`config.mk`:
```
export PLATFORM = sky130hd
export DESIGN_NAME = nljr_cell
export DESIGN_NICKNAME = d
export VERILOG_FILES = /design/src/sv/nljr_pkg.sv /design/src/sv/nljr_cell.sv
export SDC_FILE = /design/constraint.sdc
export NUM_CORES = 1
export LEC_CHECK = 0
export ABC_AREA = 0
export BUFFER_PORTS_ARGS = -buffer_cell sky130_fd_sc_hd__buf_4
export CORE_ASPECT_RATIO = 0.9
export CORE_MARGIN = 3
export CORE_UTILIZATION = 45
export CTS_CLUSTER_DIAMETER = 100
export DETAILED_ROUTE_END_ITERATION = 12
export PLACE_DENSITY = 0.7
export SYNTH_ARGS = -nofsm -noshare
export SYNTH_HDL_FRONTEND = slang
export SYNTH_SLANG_ARGS = --single-unit
```
`constraint.sdc`:
```
create_clock -name clk -period 5.9 [get_ports clk]
set_input_delay 1.18 -clock clk [delete_from_list [all_inputs] [get_ports clk]]
set_output_delay 1.18 -clock clk [all_outputs]
set_load 0.05 [all_outputs]
```
`src/sv/nljr_pkg.sv`:
```
// ----------------------------------------------------------------------------
// nljr_pkg
// Shared types and constants for the nearest label jump resolver.
// ----------------------------------------------------------------------------
package nljr_pkg;

    localparam int MAX_LABELS  = 64;
    localparam int MAX_PROGRAM = 1024;

    localparam int POS_W   = 10;
    localparam int TAG_W   = 8;
    localparam int LEN_W   = 11;
    localparam int DIST_W  = 4;
    localparam int CNT_W   = $clog2(MAX_LABELS + 1);
    localparam int STEP_W  = $clog2(POS_W);
    localparam int SHIFT_W = LEN_W + POS_W - 1;

    localparam logic [1:0] OP_CLEAR = 2'd0;
    localparam logic [1:0] OP_ADD   = 2'd1;
    localparam logic [1:0] OP_QUERY = 2'd2;

    // broadcast from the sequencer to every cell
    typedef struct packed {
        logic              load;
        logic [POS_W-1:0]  jpos;
        logic              fwd;
        logic              step;
        logic [POS_W-1:0]  div;
        logic              div_big;
        logic [LEN_W-1:0]  len;
        logic [TAG_W-1:0]  qtag;
    } ctl_t;

    // running best, passed cell to cell
    typedef struct packed {
        logic              valid;
        logic [CNT_W-1:0]  left;
        logic              have;
        logic [DIST_W-1:0] best_t;
        logic [POS_W-1:0]  best_d;
        logic [POS_W-1:0]  best_pos;
    } tok_t;

    function automatic logic [DIST_W-1:0] popcount8(input logic [TAG_W-1:0] v);
        logic [DIST_W-1:0] n;
        n = '0;
        for (int i = 0; i < TAG_W; i++)
        begin
            n = n + DIST_W'(v[i]);
        end
        return n;
    endfunction

endpackage

```
`src/sv/nljr_cell.sv`:
```
// ----------------------------------------------------------------------------
// nljr_cell
// One label entry: while step is asserted, reduces its jump distance mod length
// one bit per cycle, then scores itself against the passing token and forwards the best.
// ----------------------------------------------------------------------------
module nljr_cell
(
    input  logic                      clk,
    input  logic                      rst_n,
    input  nljr_pkg::ctl_t            ctl,
    input  logic                      wr_en,
    input  logic [nljr_pkg::POS_W-1:0] wr_pos,
    input  logic [nljr_pkg::TAG_W-1:0] wr_tag,
    input  nljr_pkg::tok_t            tok_in,
    output nljr_pkg::tok_t            tok_out
);
    import nljr_pkg::*;

    logic [POS_W-1:0]  pos_reg;
    logic [TAG_W-1:0]  tag_reg;
    logic [POS_W-1:0]  x_reg;
    logic              neg_reg;
    tok_t              tok_reg;
    tok_t              tok_next;

    logic [POS_W:0]    diff;
    logic [POS_W:0]    mag;
    logic [POS_W-1:0]  resid;
    logic [LEN_W-1:0]  comp;
    logic [DIST_W-1:0] t;
    logic              better;

    always_comb
    begin
        if (ctl.fwd)
        begin
            diff = {1'b0, pos_reg} - {1'b0, ctl.jpos};
        end
        else
        begin
            diff = {1'b0, ctl.jpos} - {1'b0, pos_reg};
        end
        mag = diff[POS_W] ? (~diff + 1'b1) : diff;
    end

    always_ff @(posedge clk)
    begin
        if (wr_en)
        begin
            pos_reg <= wr_pos;
            tag_reg <= wr_tag;
        end
        if (ctl.load)
        begin
            x_reg   <= mag[POS_W-1:0];
            neg_reg <= diff[POS_W];
        end
        else if (ctl.step && !ctl.div_big && x_reg >= ctl.div)
        begin
            x_reg <= x_reg - ctl.div;
        end
    end

    always_comb
    begin
        comp  = ctl.len - {1'b0, x_reg};
        resid = (neg_reg && x_reg != '0) ? comp[POS_W-1:0] : x_reg;
        t     = popcount8(tag_reg ^ ctl.qtag);
        better = !tok_in.have || t < tok_in.best_t ||
                 (t == tok_in.best_t && resid < tok_in.best_d);
        tok_next = tok_in;
        if (tok_in.valid && tok_in.left != '0)
        begin
            tok_next.left = tok_in.left - 1'b1;
            if (better)
            begin
                tok_next.have     = 1'b1;
                tok_next.best_t   = t;
                tok_next.best_d   = resid;
                tok_next.best_pos = pos_reg;
            end
        end
    end

    always_ff @(posedge clk or negedge rst_n)
    begin
        if (!rst_n)
        begin
            tok_reg <= '0;
        end
        else
        begin
            tok_reg <= tok_next;
        end
    end

    assign tok_out = tok_reg;

endmodule

```
# Word level (Yosys, flattened, before mapping)
# Index checks and enable logic that the tools add are counted.
# classes
add_sub_neg,13
order_cmp,3
eq_ne,1
n_mux,7
bitwise_logic,2
reduce_logical,12
# op_table
cell,count
$mux 10,4
$mux 32,1
$mux 25,1
$sub 10x10->11,2
$sub 10x10->10,2
$add 4x1->4,4
$mux 11,1
$add 10x1->10 const B,1
$ge 10x10->1,1
$lt 10x10->1,1
$not 10->10,1
$reduce_bool 10->1,1
$xor 8x8->8,1
$reduce_bool 7->1,1
$sub 7x1->7 const B,1
$logic_and 1x1->1,5
$add 3x1->4,1
$eq 4x4->1,1
$lt 4x4->1,1
$add 2x1->3,1
$add 1x1->2,1
$logic_not 1->1,2
$logic_or 1x1->1,2
$reduce_bool 2->1,1
# totals
register_bits,62
inputBits,97
out_inout_bits,33
elab_cells,48

# Longest topological paths before layout
# logic_depth
word_depth,13
ltp_mapped,21
mapped_depth_nobuf,20

# Least setup slack after synthesis
# No wires, ideal clock.
# synth_timing
kind,input to register
startpoint,in ctl[0] in the netlist's numbering
endpoint,reg tok_reg (netlist bit tok_out[11])
setup_ps,125
t_arrival_ps,5217
required_time_ps,5775
setup_slack_ps,558
path_stages,19
n_path_buf,1
cell_sequence,xnor2_1 -> fa_1 -> inv_1 -> fa_1 -> inv_1 -> fa_1 -> inv_1 -> ha_1 -> inv_1 -> fa_1 -> inv_1 -> ha_1 -> nor2b_1 -> o21a_1 -> o21ai_0 -> nand2b_1 -> a31oi_4 -> buf_6 -> mux2_4
# synth_rtl
item,line_no,text
start: declaration,nljr_cell.sv:10,"input nljr_pkg::ctl_t ctl,"
end signal: assignment,nljr_cell.sv:93,tok_reg <= tok_next;
end: declaration,nljr_cell.sv:23,tok_t tok_reg;

==> results.json <==
{
  "syn_area_um2": 4940,
  "grt_usage": 0.179,
  "htree_levels": 3,
  "synth_fp_nets": 648,
  "leakage_nw": 3.11,
  "cts_tree": "done",
  "crit_required_ps": 6100,
  "core-area_um2": 10500,
  "yosys_warnings": 0,
  "holdWs_ps": 547,
  "synth_seq_area_share": 0.343,
  "startpoint_type": "input pin",
  "rsz0062_at_grt": "false",
  "gp_congestion": 0.857,
  "cts_made_buffers": 9,
  "placed_area_um2": 6040,
  "slew_violations": 0,
  "cts_max_path_buffers": 2,
  "n_antenna_cell": 0,
  "synth_edf_count": 29,
  "fmax_mhz": 187,
  "maxCapViolations": 0,
  "layout_commonest_cell": "buf_4",
  "largest_register_ffs": 33,
  "clk_pin_slew_ps": 50,
  "wl_per_cell_um": 14.6,
  "firstDrtPassIters": 4,
  "hold_path.class": "reg2reg",
  "cp.arrival_ps": 5550,
  "r2r_start": "tag_reg[0]$_DFFE_PP_",
  "drive_gt1_frac": 0.291,
  "synthFlopType": "dfrtp_1",
  "min_to": "tok_out[0]$_DFF_PN0_",
  "initial_core_util": 0.472,
  "async_flop_share": 0.532,
  "grt_overflow": 0,
  "finalCoreUtilization": 0.604,
  "dp_hpwl_um": 9050,
  "tightest_slew_ps": 661,
  "die_area_um2": 12300,
  "die_w_um": 116,
  "busiest_layer": "met2",
  "fin_crit_sh": 0.906,
  "holdPathStages": 1,
  "synth_top_family_by_area": "adder cells",
  "drt_iter0_drc": 170,
  "grt_pass1_wl_um": 17600,
  "yosys.area_share.simple": 0.103,
  "post_cts_buffers": 0,
  "io_pins": 130,
  "r2r_cells": 19,
  "avgSynthCellArea_um2": 10.2,
  "synthAdderAreaFrac": 0.179,
  "antenna_found_initial": 0,
  "grt_util_met1": 0.214,
  "critPathMaxFanout": 10,
  "cts_resized": 0,
  "r2r-end": "tok_out[15]$_DFF_PN0_",
  "ir_worst_vdd_uv": 161,
  "timing.slew.headroom": 0.560,
  "final_antenna_net_count": 0,
  "setup_viol": 0,
  "die_y_um": 105,
  "cts.sinks": 62,
  "clock_skew_ps": 4.94,
  "synth_mux_area_frac": 0.0968,
  "routed-via-count": 3922,
  "vias_per_cell": 5.22,
  "critPathKind": "in2reg",
  "finalNetCount": 781,
  "port_buffers": 128,
  "rows": 35,
  "yosysUniqueCellTypes": 55,
  "mostFrequentLayoutCells": "buf_4 (130), inv_1 (77), ha_1 (58)",
  "ys_ff_latch": 62,
  "period_needed_ps": 5350,
  "routed_wl_um": 11000,
  "remaining_drc_errors": 0,
  "postCtsHoldBufs": 0,
  "synth_compound_area_frac": 0.131,
  "tns_ps": 0,
  "use_met3": 0.0459,
  "syn_inst": 485,
  "globalRouteMet2Util": 0.318,
  "syn2layout_area_growth_pct": 27.9,
  "first_global_vias": 3881,
  "design_area_um2": 6320,
  "grt_max_degree": 34,
  "root_buffer": "clkbuf_16",
  "hold_viol_final": 0,
  "rrSetupSlack_ps": 1100,
  "powerDensity_nw_per_um2": 379,
  "clkLatencyLatePin_ps": 320,
  "synth-xor-area-share": 0.0762,
  "cp-end-kind": "flop",
  "status": "complete, no violations",
  "worstHoldStart": "pos_reg[0]$_DFFE_PP_"
}
==> cell families after synthesis <==
family	Yosys count
xor+xnor	43
mux	37
buf+inv	86
simple gates	98
fa+ha+maj	66
compound gates	93
flops	62
==> stage by stage <==
stage	total power [W]	worst slack [ps]	cells
2_1_floorplan	0.00157	558	485
3_3_place_gp	0.00187	325	736
3_5_place_dp	0.00191	207	736
4_1_cts	0.00242	550	752
5_1_grt	0.00257	338	752
6_report	0.00239	554	752
==> how the worst max path moves through the flow <==
stage / from / slack (ps) / end
floorplan: ctl[0] / 560 / tok_out[11]$_DFF_PN0_
global placement: ctl[0] / 320 / tok_out[14]$_DFF_PN0_
detailed placement: ctl[0] / 210 / tok_out[15]$_DFF_PN0_
CTS: ctl[0] / 550 / tok_out[15]$_DFF_PN0_
global route: ctl[0] / 340 / tok_out[15]$_DFF_PN0_
finish: ctl[0] / 550 / tok_out[15]$_DFF_PN0_
==> synth_stat cells (all sizes together) (7+ instances only) <==
cell	n	area, um2
ha	58	726
nor2	25	93.8
mux2	26	368
edfxtp	29	871
xnor2	26	228
o21ai	26	130
a21oi	25	129
fa	8	160
nand2	20	75.1
nor3	10	50.1
xor2	17	149
nor2b	12	75.1
inv	77	289
mux2i	11	110
a21o	7	52.6
dfrtp	33	826
==> worst max-delay path, stage by stage <==
cell      delay (ps)
buf_4            110
xnor2_1          140
fa_1             530
inv_1             50
fa_1             530
inv_1             60
fa_1             530
inv_1             40
ha_1             200
inv_1             80
fa_1             420
inv_1             90
ha_1             230
nor2b_1          140
o21a_1           160
o21ai_0          150
nand2b_1         110
a31oi_4          210
buf_4            260
mux2_4           320
==> where the power goes <==
| part | switching, W | internal, W | leakage, nW |
|---|---|---|---|
| Clock | 0.000179 | 0.000309 | 0.139 |
| Combinational | 0.000732 | 0.000553 | 2.30 |
| Sequential | 0.0000569 | 0.000564 | 0.669 |
| Total | 0.000968 | 0.00143 | 3.11 |
==> routing by layer <==
layer / routed length, um / vias up
li1: - / 1941
met1: 4610 / 1853
met2: 5610 / 117
met3: 668 / 11
met4: 113 / 0
met5: 0 / -
==> cell type report <==
type                       instances  area, um2
sequential                        62       1700
inverter                          77        289
timing repair buffer             131        996
fill                             880       4150
tap                              129        161
clock inverter                     3       16.3
multi-input combinational        337       2900
clock buffer                      13        262
Note: power is estimated with default switching activity, not from simulation.
